===== src/rtl/qrs_pkg.sv =====
`default_nettype none
package qrs_pkg;

  localparam int unsigned COEF_WIDTH_DEF = 32;
  localparam int unsigned PORT_W = 32;
  localparam int unsigned FRAC_W = 16;
  localparam int unsigned SQ_BITS = 34;
  localparam int unsigned SQ_W = 68;
  localparam int unsigned DISC_W = 66;
  localparam int unsigned NUM_W = 51;
  localparam int unsigned DEN_W = 33;
  localparam int unsigned Q_W = 33;
  localparam int unsigned DIV_CW = 66;
  localparam int unsigned LANES = 2;

  localparam logic [31:0] EPS_RESET = 32'd4;
  localparam logic [31:0] ROOT_NONE = 32'hFFFF0000;
  localparam logic [31:0] POS_MAX = 32'h7FFFFFFF;
  localparam logic [31:0] NEG_MAX = 32'h80000000;

  localparam logic [1:0] CNT_NONE = 2'd0;
  localparam logic [1:0] CNT_ONE = 2'd1;
  localparam logic [1:0] CNT_TWO = 2'd2;
  localparam logic [1:0] CNT_INF = 2'd3;

  typedef enum logic [2:0] {
    KIND_NONE = 3'd0,
    KIND_INF  = 3'd1,
    KIND_LIN  = 3'd2,
    KIND_DBL  = 3'd3,
    KIND_TWO  = 3'd4
  } kind_e;

  typedef struct packed {
    kind_e       kind;
    logic [31:0] am;
    logic        an;
    logic [31:0] bm;
    logic        bn;
    logic [31:0] cm;
    logic        cn;
  } side_t;

  typedef struct packed {
    side_t               side;
    logic [SQ_W-1:0]     rem;
    logic [SQ_BITS-1:0]  root;
  } sq_t;

  typedef struct packed {
    logic             neg;
    logic             ovf;
    logic [NUM_W-1:0] rem;
    logic [Q_W-1:0]   quo;
  } lane_t;

  typedef struct packed {
    kind_e                 kind;
    logic [DEN_W-1:0]      den;
    lane_t [LANES-1:0]     lane;
  } dv_t;

endpackage
`default_nettype wire


===== src/rtl/qrs_div_cell.sv =====
`default_nettype none
module qrs_div_cell import qrs_pkg::*; #(
  parameter int unsigned BIT = 0
) (
  input  wire       clk_i,
  input  wire       rst_ni,
  input  wire       valid_i,
  output logic      ready_o,
  input  wire dv_t  data_i,
  output logic      valid_o,
  input  wire       ready_i,
  output dv_t       data_o
);

  logic [DIV_CW-1:0] dsh;
  dv_t               data_d;
  logic              valid_q;
  dv_t               data_q;

  assign dsh = DIV_CW'(data_i.den) << BIT;

  always_comb begin
    data_d = data_i;
    for (int l = 0; l < LANES; l++) begin
      if (data_i.den != '0 && DIV_CW'(data_i.lane[l].rem) >= dsh) begin
        data_d.lane[l].rem = data_i.lane[l].rem - dsh[NUM_W-1:0];
        data_d.lane[l].quo = data_i.lane[l].quo | (Q_W'(1) << BIT);
      end
    end
  end

  assign ready_o = !valid_q || ready_i;

  always_ff @(posedge clk_i or negedge rst_ni) begin
    if (!rst_ni) begin
      valid_q <= 1'b0;
    end else if (ready_o) begin
      valid_q <= valid_i;
    end
  end

  always_ff @(posedge clk_i) begin
    if (ready_o && valid_i) begin
      data_q <= data_d;
    end
  end

  assign valid_o = valid_q;
  assign data_o  = data_q;

endmodule
`default_nettype wire


===== config.mk =====
export PLATFORM = sky130hd
export DESIGN_NAME = qrs_div_cell
export DESIGN_NICKNAME = d
export VERILOG_FILES = /design/src/rtl/qrs_pkg.sv /design/src/rtl/qrs_div_cell.sv
export SDC_FILE = /design/constraint.sdc
export NUM_CORES = 1
export LEC_CHECK = 0
export BUFFER_PORTS_ARGS = -buffer_cell sky130_fd_sc_hd__buf_2
export CORE_AREA = 2 2 166 168
export CTS_CLUSTER_SIZE = 10
export DETAILED_ROUTE_END_ITERATION = 8
export DIE_AREA = 0 0 168 170
export GPL_ROUTABILITY_DRIVEN = 0
export PLACE_DENSITY_LB_ADDON = 0.3
export RECOVER_POWER = 50
export SLEW_MARGIN = 20
export SYNTH_ARGS = -nofsm -noshare
export SYNTH_HDL_FRONTEND = slang
export SYNTH_SLANG_ARGS = --single-unit

===== constraint.sdc =====
create_clock -name clk_i -period 7.9 [get_ports clk_i]
set_input_delay 1.185 -clock clk_i [delete_from_list [all_inputs] [get_ports clk_i]]
set_output_delay 1.185 -clock clk_i [all_outputs]
set_load 0.05 [all_outputs]

# Word-level counts from Yosys, hierarchy flattened
# Cells that the tools add are included.
[word_totals]
reg_bits = 209
in_bits = 212
word_cells = 25
[classes]
addsub = 2
order_cmp = 2
muxes = 2
reduce_logical = 6
[op_table]
columns = ["cell", "n"]
rows = [
  ["two-way mux 84 bit", 2],
  ["greater-or-equal comparator 51 x 33 -> 1 bit", 2],
  ["subtractor 51 x 33 -> 51 bit", 2],
  ["nonzero test 33 bit", 1],
  ["logical AND 1 bit", 3],
  ["logical NOT 1 bit", 1],
  ["logical OR 1 bit", 1],
]

# Longest topological paths before layout
[depth]
word_depth = 3
mapped_depth = 14
ltp_nobuf = 13

# Worst setup path after synthesis
# Ideal clock, no wire load.
[synth_path]
path_type = "input -> register"
start = "in ready_i"
end = "reg data_q (netlist bit data_o[0]) (enable)"
arrival_time_ps = 6451
path_slack_ps = 856
cell_stages = 2
n_path_buf = 0
path_cell_list = "nand2b_1 -> and2_1"
[synth_via]
elab_chain_len = 2
[synth_lines]
columns = ["item", "line", "text"]
rows = [
  ["from (decl)", "qrs_div_cell.sv:11", "input wire ready_i,"],
  ["logical OR 1 bit", "qrs_div_cell.sv:32", "assign ready_o = !valid_q || ready_i;"],
  ["logical AND 1 bit", "qrs_div_cell.sv:43", "if (ready_o && valid_i) begin"],
  ["to (signal assigned)", "qrs_div_cell.sv:44", "data_q <= data_d;"],
  ["to (decl)", "qrs_div_cell.sv:18", "dv_t data_q;"],
]
# Every way passes these cells.
# A chain may end at the register's enable or synchronous reset.

==> results by group <==
Layout
  – Finished Cell Area: 0.0147 mm2
  – Share of layout cells above drive strength 1: 19.9%
  – Area growth syn-to-layout: 25.9%
  – Most frequent cells in the layout: 223 x buf_2, 208 x edfxtp_1, 206 x clkbuf_1
  – Nets@finish: 1756
  – Commonest non-fill, non-tap cell in the layout: buf_2

CTS
  – Root Buffer: clkbuf_16
  – Hold Buf Count CTS: 0
  – Htree depth: 1
  – Clock transition at path regs: 0.06 ns
  – Worst skew pair latency: 0.54 ns
  – Post-CTS Setup Bufs: 0
  – CTS Buffer Depth: 3
  – # resized after CTS: 0
  – Clk sink count: 209
  – CTS tree: built
  – Num CTS Buffers: 27

Floorplanning
  – Die Height: 170 um
  – I/O pin cnt: 422
  – Die width: 168 um
  – Die area: 0.0286 mm2
  – Initial cell density of the core: 43.8%
  – Number of cell rows: 60
  – Core area: 0.0267 mm2

STA
  – Slew HR: -102%
  – Final Hold Fails: 0
  – Setup_tns: 0 ns
  – Fmax: 220 MHz
  – Final min period: 4.55 ns
  – Slew Limit Fails: 48
  – RSZ-0062 raised after global routing: false
  – Worst clock skew: 0.00814 ns
  – Period utilization: 57.6%
  – Setup-failing EPs final: 0
  – Slew @ Worst Pin: 3.03 ns

Setup path
  – CP arrival: 4.84 ns
  – Cells along the critical path: clkbuf_1 > inv_1 > ha_1 > nor2b_1 > o2111ai_1 > nand2_1 > a31oi_2 > o31ai_2 > a31oi_1 > o31ai_4 > buf_4 > mux2_2
  – Critical path class: primary input to flop
  – Max incr delay on CP: 0.77 ns
  – Crit end category: flop
  – Startpoint type of the worst setup path: primary input
  – Highest-delay cell along the critical path: o31ai_4
  – Worst-case reg-to-reg path depth: 3
  – Critical path peak fanout: 48
  – CP required: 8.19 ns

Synthesis
  – Post-synthesis share of cell area spent on and, or, nand and nor gates: 14.4%
  – Yosys reg bits: 209
  – FFs w/ async S/R, synth: 0.478%
  – Largest family of logic cells by synthesized area: simple AND/OR/NAND/NOR gates
  – Register area share after synthesis: 53.7%
  – Mux contribution to synthesized area: 0.771%
  – Syn. warnings: 0
  – Synth cell types: 76
  – Area contributors post-synth: edfxtp_1 53%, ha_1 7.1%, xnor2_1 4.1%, a21oi_1 4.1%, nand2_1 3.0%
  – EDFF count, synth: 208
  – Syn Area/Cell: 11.1 um2
  – Post-synth top area share: 53.5%
  – Post-synthesis xor/xnor area fraction: 6.67%
  – Compound-Gate Fraction of Synth Area: 14.1%
  – Top FF cell, synth: edfxtp_1
  – Area leader, netlist: edfxtp_1
  – Mapped Area: 0.0117 mm2
  – Synth Net Count: 1331
  – Adder-Cell Fraction of Synth Area: 7.41%
  – Mapped Cells: 1051

Power
  – Reg power frac: 40.3%
  – Internal Pwr Total: 2.27 mW
  – Leakage power: 5.74 nW
  – Clock power share: 34.3%
  – Sw power: 1.11 mW
  – Power Density: 230 mW/mm2
  – Comb power frac: 25.5%
  – Total power: 3.38 mW
  – Worst IR Drop VDD: 0.138 mV
  – Sw Share: 32.7%

Hold path
  – Hold Path Class: primary input to async pin

Route
  – Vias per cell: 5.46
  – Via count: 10000
  – Final wirelength: 38.6 mm
  – Antenna Violating Nets Remaining: 0
  – 1st-iter DRT viols: 742
  – DR DRC count: 0
  – First-pass DRT Iterations: 5
  – Routed len/inst: 21.1 um

Run status
  – Failing checks: capacitance limit, slew limit
  – Status: finished with violations

GRT
  – Vias in the first global route: 9985
  – First-pass GRT wire length: 56.9 mm
  – Initial antenna violation count: 3
  – GRT Total Usage: 26.2%
  – Total grt overflow: 0
  – Largest net degree at the start of global routing: 72

Placed design
  – Port bufs: 421
  – DP Area: 0.0141 mm2
  – Post-DP HPWL: 30.9 mm

Job
  – Max Cap Viol: 1
## flip-flops by register name, summed over array words and instances (netlist names)
signal,count
valid_o,1
data_o,208
## power by group through the flow
stage                     registers [mW]  logic [mW]  clock network (mW)
after floorplan                     1.67       0.335                   0
after global placement              1.38       0.869                   0
after detailed placement            1.38       0.875                   0
after CTS                           1.36       0.879                1.18
after global routing                1.37       0.921                1.23
final                               1.36       0.862                1.16
## cells in the mapped netlist (all sizes together), types with 3 or more instances
| library cell | n |
|---|---|
| edfxtp | 208 |
| a21oi | 96 |
| nand2 | 94 |
| nor2 | 89 |
| o21ai | 73 |
| ha | 66 |
| xnor2 | 55 |
| inv | 53 |
| xor2 | 34 |
| nand4 | 26 |
| nor3 | 22 |
| a21o | 19 |
| clkbuf | 18 |
| nor4 | 17 |
| nand2b | 14 |
| nor2b | 14 |
| buf | 13 |
| nand3 | 12 |
| o21bai | 11 |
| o21a | 10 |
| a211oi | 9 |
| mux2 | 8 |
| o31ai | 7 |
| or3 | 7 |
| or4 | 6 |
| a31oi | 5 |
| and3 | 5 |
| nor3b | 5 |
| a21boi | 4 |
| o211ai | 4 |
| o31a | 4 |
| or2 | 4 |
| nand3b | 3 |
| nand4b | 3 |
| nor4b | 3 |
## metrics by stage
stage / std cells / hold WS [ns] / utilization (%) / worst slack [ns]
global placement: 1788 / 0.647 / 53.0 / 3.12
detailed placement: 1788 / 0.666 / 53.0 / 3.01
finish: 1834 / 0.411 / 55.2 / 3.35
CTS: 1832 / 0.391 / 56.1 / 3.56
global route: 1833 / 0.397 / 55.2 / 3.07
floorplan: 1051 / 0.889 / - / 0.856
## final timing paths
path / from / end / slack (ns)
hold / removal: rst_ni / valid_o / 0.41
hold reg to reg: valid_o / valid_o / 0.68
max in group asynchronous: rst_ni / valid_o / 7.40
setup reg to reg: valid_o / data_o[164] / 3.74
setup / recovery: data_i[173] / data_o[37] / 3.35
min in group clk_i: valid_o / valid_o / 0.68
## metal layers
layer	track usage, %	vias up	share of wire [%]
li1	-	4743	-
met1	30.8	4749	39
met2	46.2	444	49
met3	5.58	81	7.7
met4	11.5	4	4.5
met5	0	-	0.036
## area by class of cell
| type | instances | area, um2 |
|---|---|---|
| clock inverters | 8 | 105 |
| clock buffers | 36 | 719 |
| multi-input cells | 758 | 5080 |
| inverters | 53 | 199 |
| repair buffers | 427 | 1900 |
| fillers | 2408 | 11900 |
| flip-flops and latches | 209 | 6270 |
| diodes | 2 | 5.00 |
| well taps | 341 | 427 |
## critical path: cells and delay by family
kind	cells	cell delay [ns]
buffers and inverters	3	0.95
muxes	1	0.39
and+or+nand+nor	2	0.33
adders and majority gates	1	0.32
AOI/OAI and AO/OA	5	1.64
## kinds of logic after synthesis
family,after synthesis
AOI/OAI and AO/OA,263
muxes,8
adders and majority gates,68
buffers and inverters,84
and+or+nand+nor,330
DFF,209
xor gates and xnor gates,89
Power figures use the tool's default switching activity.
