File: src/rtl/qrs_pkg.sv
`default_nettype none
package qrs_pkg;

  localparam int unsigned COEF_WIDTH_DEF = 32;
  localparam int unsigned PORT_W = 32;
  localparam int unsigned FRAC_W = 16;
  localparam int unsigned SQ_BITS = 34;
  localparam int unsigned SQ_W = 68;
  localparam int unsigned DISC_W = 66;
  localparam int unsigned NUM_W = 51;
  localparam int unsigned DEN_W = 33;
  localparam int unsigned Q_W = 33;
  localparam int unsigned DIV_CW = 66;
  localparam int unsigned LANES = 2;

  localparam logic [31:0] EPS_RESET = 32'd4;
  localparam logic [31:0] ROOT_NONE = 32'hFFFF0000;
  localparam logic [31:0] POS_MAX = 32'h7FFFFFFF;
  localparam logic [31:0] NEG_MAX = 32'h80000000;

  localparam logic [1:0] CNT_NONE = 2'd0;
  localparam logic [1:0] CNT_ONE = 2'd1;
  localparam logic [1:0] CNT_TWO = 2'd2;
  localparam logic [1:0] CNT_INF = 2'd3;

  typedef enum logic [2:0] {
    KIND_NONE = 3'd0,
    KIND_INF  = 3'd1,
    KIND_LIN  = 3'd2,
    KIND_DBL  = 3'd3,
    KIND_TWO  = 3'd4
  } kind_e;

  typedef struct packed {
    kind_e       kind;
    logic [31:0] am;
    logic        an;
    logic [31:0] bm;
    logic        bn;
    logic [31:0] cm;
    logic        cn;
  } side_t;

  typedef struct packed {
    side_t               side;
    logic [SQ_W-1:0]     rem;
    logic [SQ_BITS-1:0]  root;
  } sq_t;

  typedef struct packed {
    logic             neg;
    logic             ovf;
    logic [NUM_W-1:0] rem;
    logic [Q_W-1:0]   quo;
  } lane_t;

  typedef struct packed {
    kind_e                 kind;
    logic [DEN_W-1:0]      den;
    lane_t [LANES-1:0]     lane;
  } dv_t;

endpackage
`default_nettype wire

File: src/rtl/qrs_sqrt_cell.sv
`default_nettype none
module qrs_sqrt_cell import qrs_pkg::*; #(
  parameter int unsigned BIT = 0
) (
  input  wire       clk_i,
  input  wire       rst_ni,
  input  wire       valid_i,
  output logic      ready_o,
  input  wire sq_t  data_i,
  output logic      valid_o,
  input  wire       ready_i,
  output sq_t       data_o
);

  logic [SQ_W-1:0] trial;
  logic            take;
  sq_t             data_d;
  logic            valid_q;
  sq_t             data_q;

  // root bits below this one are still zero, so the or is an add
  assign trial = (SQ_W'(data_i.root) << (BIT + 1)) | (SQ_W'(1) << (2 * BIT));
  assign take  = trial <= data_i.rem;

  always_comb begin
    data_d = data_i;
    if (take) begin
      data_d.rem  = data_i.rem - trial;
      data_d.root = data_i.root | (SQ_BITS'(1) << BIT);
    end
  end

  assign ready_o = !valid_q || ready_i;

  always_ff @(posedge clk_i or negedge rst_ni) begin
    if (!rst_ni) begin
      valid_q <= 1'b0;
    end else if (ready_o) begin
      valid_q <= valid_i;
    end
  end

  always_ff @(posedge clk_i) begin
    if (ready_o && valid_i) begin
      data_q <= data_d;
    end
  end

  assign valid_o = valid_q;
  assign data_o  = data_q;

endmodule
`default_nettype wire

File: config.mk
export PLATFORM = sky130hd
export DESIGN_NAME = qrs_sqrt_cell
export DESIGN_NICKNAME = d
export VERILOG_FILES = /design/src/rtl/qrs_pkg.sv /design/src/rtl/qrs_sqrt_cell.sv
export SDC_FILE = /design/constraint.sdc
export NUM_CORES = 1
export LEC_CHECK = 0
export ABC_AREA = 1
export BUFFER_PORTS_ARGS = -buffer_cell sky130_fd_sc_hd__clkbuf_2
export CAP_MARGIN = 30
export CORE_MARGIN = 3
export CORE_UTILIZATION = 26
export DETAILED_ROUTE_END_ITERATION = 12
export GPL_TIMING_DRIVEN = 0
export PLACE_DENSITY = 0.6
export SKIP_LAST_GASP = 1
export SYNTH_ARGS = -nofsm -noshare
export SYNTH_HDL_FRONTEND = slang
export SYNTH_SLANG_ARGS = --single-unit
File: constraint.sdc
create_clock -name clk_i -period 12.15 [get_ports clk_i]
set_clock_uncertainty 0.15 [all_clocks]
set_input_delay 1.8225 -clock clk_i [delete_from_list [all_inputs] [get_ports clk_i]]
set_output_delay 1.8225 -clock clk_i [all_outputs]
set_load 0.01 [all_outputs]
[Word level (Yosys, flattened, before mapping)]
Cells that the tools add are included.
Storage, ports and cells
  flip-flop bits (word level): 205
  latch bits: 0
  memory bits (writable): 0
  bits in read-only memories: 0
  word-level logic and storage cells: 17
  memories kept: 0
Operators by class
  $add $sub $neg: 1
  multiply operators: 0
  div/mod/pow operators: 0
  magnitude comparators: 1
  equality and inequality tests: 0
  shifts and indexed selects: 0
  mux-type cells: 1
  bitwise gates (word level): 0
  reduce and logical (&&, ||, !) cells: 3
Operators by type and width (count)
  $mux 102: 1
  $le 35x68->1: 1
  $sub 68x35->68: 1
  $logic_and 1x1->1: 1
  $logic_not 1->1: 1
  $logic_or 1x1->1: 1

[Logic depth before layout (Yosys ltp)]
  depth after elaboration: 3
  depth in mapped cells: 17
  depth with buffers taken out: 16

[Worst setup path after synthesis]
OpenSTA, ideal clock, no wires.
  path type: input -> register
  from: input valid_i
  to: register data_q (netlist bit data_o[0]), enable pin
  library setup time: 0.836 ns
  data arrival time: 11.657 ns
  required time: 11.164 ns
  path slack: -0.493 ns
  cell stages on the path: 2
  buffers on the path: 0
  cells stage by stage: inv_1 > a21oi_1
On the way
  word-level cells in the longest chain between the ends: 1
RTL lines
  start: declaration: RTL line qrs_sqrt_cell.sv:7  | input wire valid_i,
  $logic_and 1x1->1: RTL line qrs_sqrt_cell.sv:44  | if (ready_o && valid_i) begin
  end signal: assignment: RTL line qrs_sqrt_cell.sv:45  | data_q <= data_d;
  end: declaration: RTL line qrs_sqrt_cell.sv:19  | sq_t data_q;
Every way passes these cells.
A chain may end at the register's enable or synchronous reset.

==> impl_summary.txt <==
----------------------------------------------------
[Routing]
  Average via count per standard cell ... around 4.5
  Initial drt markers ... around 580
  Routed via count ... 10040
  Detailed-routing iteration count for the pre-antenna-repair pass ... 5
  Routed wirelength normalized by instance count ... approximately 20 µm
  Post-detailed-routing wire length ... around 45000 µm
  Remaining antenna violation count ... 0
  Number of remaining DRC errors ... 0

[Placed design]
  Minimum setup slack after placement ... between 7 and 8 ns
  Count of port buffers added during placement ... between 400 and 500
  Cell Count Post-Placement ... 2175
  Routability cong. ... 0.9050
  Area after DPL ... 0.01410 mm²
  Post-DP HPWL ... about 38000 µm

[Logic synthesis]
  Synthesized area per cell ... between 9 and 10 µm²
  Number of enable-type register cells in the synthesized netlist ... roughly 200
  Net count after synthesis ... about 1500
  Leading register cell type out of synthesis ... sky130_fd_sc_hd__edfxtp_1
  Count of cell types in the netlist ... 41
  Mapped cell area ... roughly 0.011 mm²
  Number of storage elements in the synthesis netlist ... between 200 and 250
  Share of synthesized flip-flops with an asynchronous set or reset ... 0.4878%
  Sequential element share of the synthesized area ... 54.90%
  Instance count of the mapped netlist ... around 1200
  Synthesis warning total ... 0

[Floorplanning]
  Number of ports placed on the die boundary ... a little over 400
  Area of the die ... approximately 0.046 mm²
  Row count ... 75
  Y dimension of the die ... approximately 210 µm
  Die width ... roughly 210 µm
  Placeable core region ... around 0.042 mm²
  Initial Util ... between 20% and 30%

[Final layout]
  Synthesis-to-finish area growth ... 32.99%
  Area of the multi-input gates ... approximately 0.0043 mm²
  Sequential cell area ... 0.006151 mm²
  Leading cell type in the layout, fill and taps excluded ... sky130_fd_sc_hd__clkbuf_2
  Post-route cell area ... ~0.015 mm²
  Filler instances ... around 4400
  Final-stage net count ... 1907
  Highest-count cells in the layout ignoring fill and taps ... sky130_fd_sc_hd__clkbuf_2, sky130_fd_sc_hd__nand2_1, sky130_fd_sc_hd__edfxtp_1
  Final Util ... between 30% and 40%
  Number of cells in the finished layout apart from fillers ... 2222
  Share of final-layout standard cells stronger than drive strength 1 ... 32.66%

[Critical path]
  WS Path Type ... in2reg
  CP Data Required Time ... ~12 ns
  Startpoint Class ... input port
  Maximum fanout along the worst path ... 10
  Sort of element at the end of the critical path ... flop
  Endpoint arrival time on the critical path ... 4.38 ns

[Timing]
  Slew Limit Fails ... 0
  Worst Tran Pin Value ... about 0.60 ns
  Final setup vio count ... 0
  Sum Neg Setup Slack ... 0 ns
  Crit share post-route ... 35.16%
  Worst rel slew slack ... about 60%
  Clock period minus final worst setup slack ... 4.272 ns
  Max Clk Rate ... approximately 230 MHz
  Worst-case hold slack ... between 0.4 and 0.5 ns
  RSZ-0062 raised after global routing ... no
  Final Hold Violating Endpoints ... 0
  Setup slack after layout ... 7.878 ns

[Power and ir drop]
  Leakage power summed over all cells ... 6.800 nW
  Total power consumption of the routed design ... 1.924 mW
  Power density over the cells ... 129.1 mW/mm²
  Maximum VDD drop ... around 0.000086 V

[Clock network]
  Number of buffers on the longest clock path ... 3
  CTS Root Cell ... sky130_fd_sc_hd__clkbuf_16
  H-Tree Level Count ... 1
  Number of buffers inserted to repair setup after CTS ... 0
  CTS tree ... done
  # hold bufs at CTS ... 0
  Clock net sink count ... 205
  Clock-pin slew of the registers on the worst-case setup and hold paths ... around 0.06 ns
  Number of clock buffers inserted by TritonCTS ... 25
  Skew-Pair Late Insertion Delay ... 0.53 ns
  Post-CTS sizing ... 0

[GRT]
  Wire length of the first global-routing pass ... approximately 63000 µm
  Vias in the first global route ... around 10000
  Largest net degree at the start of global routing ... 34
  Initial antenna violation count ... 5
  Global-route usage over all layers ... around a fifth
  Overflow left after global routing ... 0

[Job]
  Number of maximum-capacitance violations ... 0

[Hold path]
  Worst min-delay path class ... reg2reg

[Outcome]
  Outcome ... finished, final reports clean

----------------------------------------------------
-- final cells by class --
type / count / share of cell area [%]
inverter: 184 / 4.652
antenna: 2 / 0.03359
sequential: 205 / 41.28
timing repair buffer: 420 / 14.81
clock inverter: 16 / 1.058
tap: 539 / 4.526
multi-input combinational: 817 / 28.66
buffer: 10 / 0.6718
clock buffer: 29 / 4.300
-- kinds of logic after synthesis --
group | share of synthesized area (%)
xor+xnor | 2.502
compound gates | 7.829
fa+ha+maj | 4.088
flops | 54.90
buf+inv | 7.081
simple gates | 23.60
-- flip-flops by register name, summed over array words and instances, names as in the netlist --
register  flops
data_o      204
valid_o       1
-- cells in the mapped netlist (2+ instances only) --
master,instances,area [µm²]
sky130_fd_sc_hd__nand2_1,351,1318
sky130_fd_sc_hd__edfxtp_1,204,6126
sky130_fd_sc_hd__inv_1,174,653.1
sky130_fd_sc_hd__nor2_1,131,491.7
sky130_fd_sc_hd__a21oi_1,45,225.2
sky130_fd_sc_hd__o21ai_0,43,215.2
sky130_fd_sc_hd__ha_1,35,437.9
sky130_fd_sc_hd__nand3_1,35,175.2
sky130_fd_sc_hd__xnor2_1,28,245.2
sky130_fd_sc_hd__nand4_1,27,168.9
sky130_fd_sc_hd__a21oi_2,22,192.7
sky130_fd_sc_hd__o21ai_2,17,148.9
sky130_fd_sc_hd__nor3_1,13,65.06
sky130_fd_sc_hd__nand3b_1,12,90.09
sky130_fd_sc_hd__inv_2,8,30.03
sky130_fd_sc_hd__nand2_2,8,50.05
sky130_fd_sc_hd__nand2_4,8,90.09
sky130_fd_sc_hd__nor2_2,7,43.79
sky130_fd_sc_hd__o21bai_1,7,52.55
sky130_fd_sc_hd__a21boi_0,4,30.03
sky130_fd_sc_hd__buf_2,4,20.02
sky130_fd_sc_hd__nor2_4,4,45.04
sky130_fd_sc_hd__nor4_1,4,25.02
sky130_fd_sc_hd__xor2_1,4,35.03
sky130_fd_sc_hd__and3_1,2,12.51
sky130_fd_sc_hd__buf_6,2,22.52
sky130_fd_sc_hd__buf_8,2,30.03
sky130_fd_sc_hd__or2_2,2,12.51
-- report_power, final --
part	total, mW	leakage (nW)	switching [mW]	internal (mW)
combinational	0.343	4.47	0.220	0.123
sequential	0.852	1.95	0.0130	0.839
clock	0.729	0.384	0.305	0.424
total	1.92	6.80	0.538	1.39
-- final timing paths --
path | startpoint | end | slack [ns] | cells after the start
max | data_i[16] | data_o[55]$_DFFE_PP_ | 7.88 | 14
min | valid_o$_DFFE_PN0N_ | valid_o$_DFFE_PN0N_ | 0.47 | 2
max reg2reg | valid_o$_DFFE_PN0N_ | data_o[86]$_DFFE_PP_ | 9.91 | 5
min reg2reg | valid_o$_DFFE_PN0N_ | valid_o$_DFFE_PN0N_ | 0.47 | 2
max in group asynchronous | rst_ni | valid_o$_DFFE_PN0N_ | 10.85 | 1
min in group asynchronous | rst_ni | valid_o$_DFFE_PN0N_ | 0.91 | 1
-- critical path, cell delays in order --
cell and delay (ns):
sky130_fd_sc_hd__clkbuf_2 0.10, sky130_fd_sc_hd__inv_1 0.09, sky130_fd_sc_hd__ha_1 0.38, sky130_fd_sc_hd__nand2_1 0.12, sky130_fd_sc_hd__nor2_2 0.18, sky130_fd_sc_hd__nand2_1 0.10, sky130_fd_sc_hd__clkinv_1 0.08, sky130_fd_sc_hd__nand4_1 0.10
sky130_fd_sc_hd__nand3_1 0.33, sky130_fd_sc_hd__nand2_2 0.14, sky130_fd_sc_hd__nand3_4 0.21, sky130_fd_sc_hd__inv_4 0.07, sky130_fd_sc_hd__buf_8 0.15, sky130_fd_sc_hd__o21ai_0 0.50
-- per-layer routing --
| metal | vias to the layer above | GRT usage [%] | part of all wire, % |
|---|---|---|---|
| li1 | 4920 | - | - |
| met3 | 59 | 4.140 | 7.0 |
| met4 | 6 | 5.242 | 2.6 |
| met5 | - | 0 | 0.081 |
| met1 | 4696 | 21.30 | 39 |
| met2 | 354 | 34.86 | 51 |
Power figures use the tool's default switching activity.
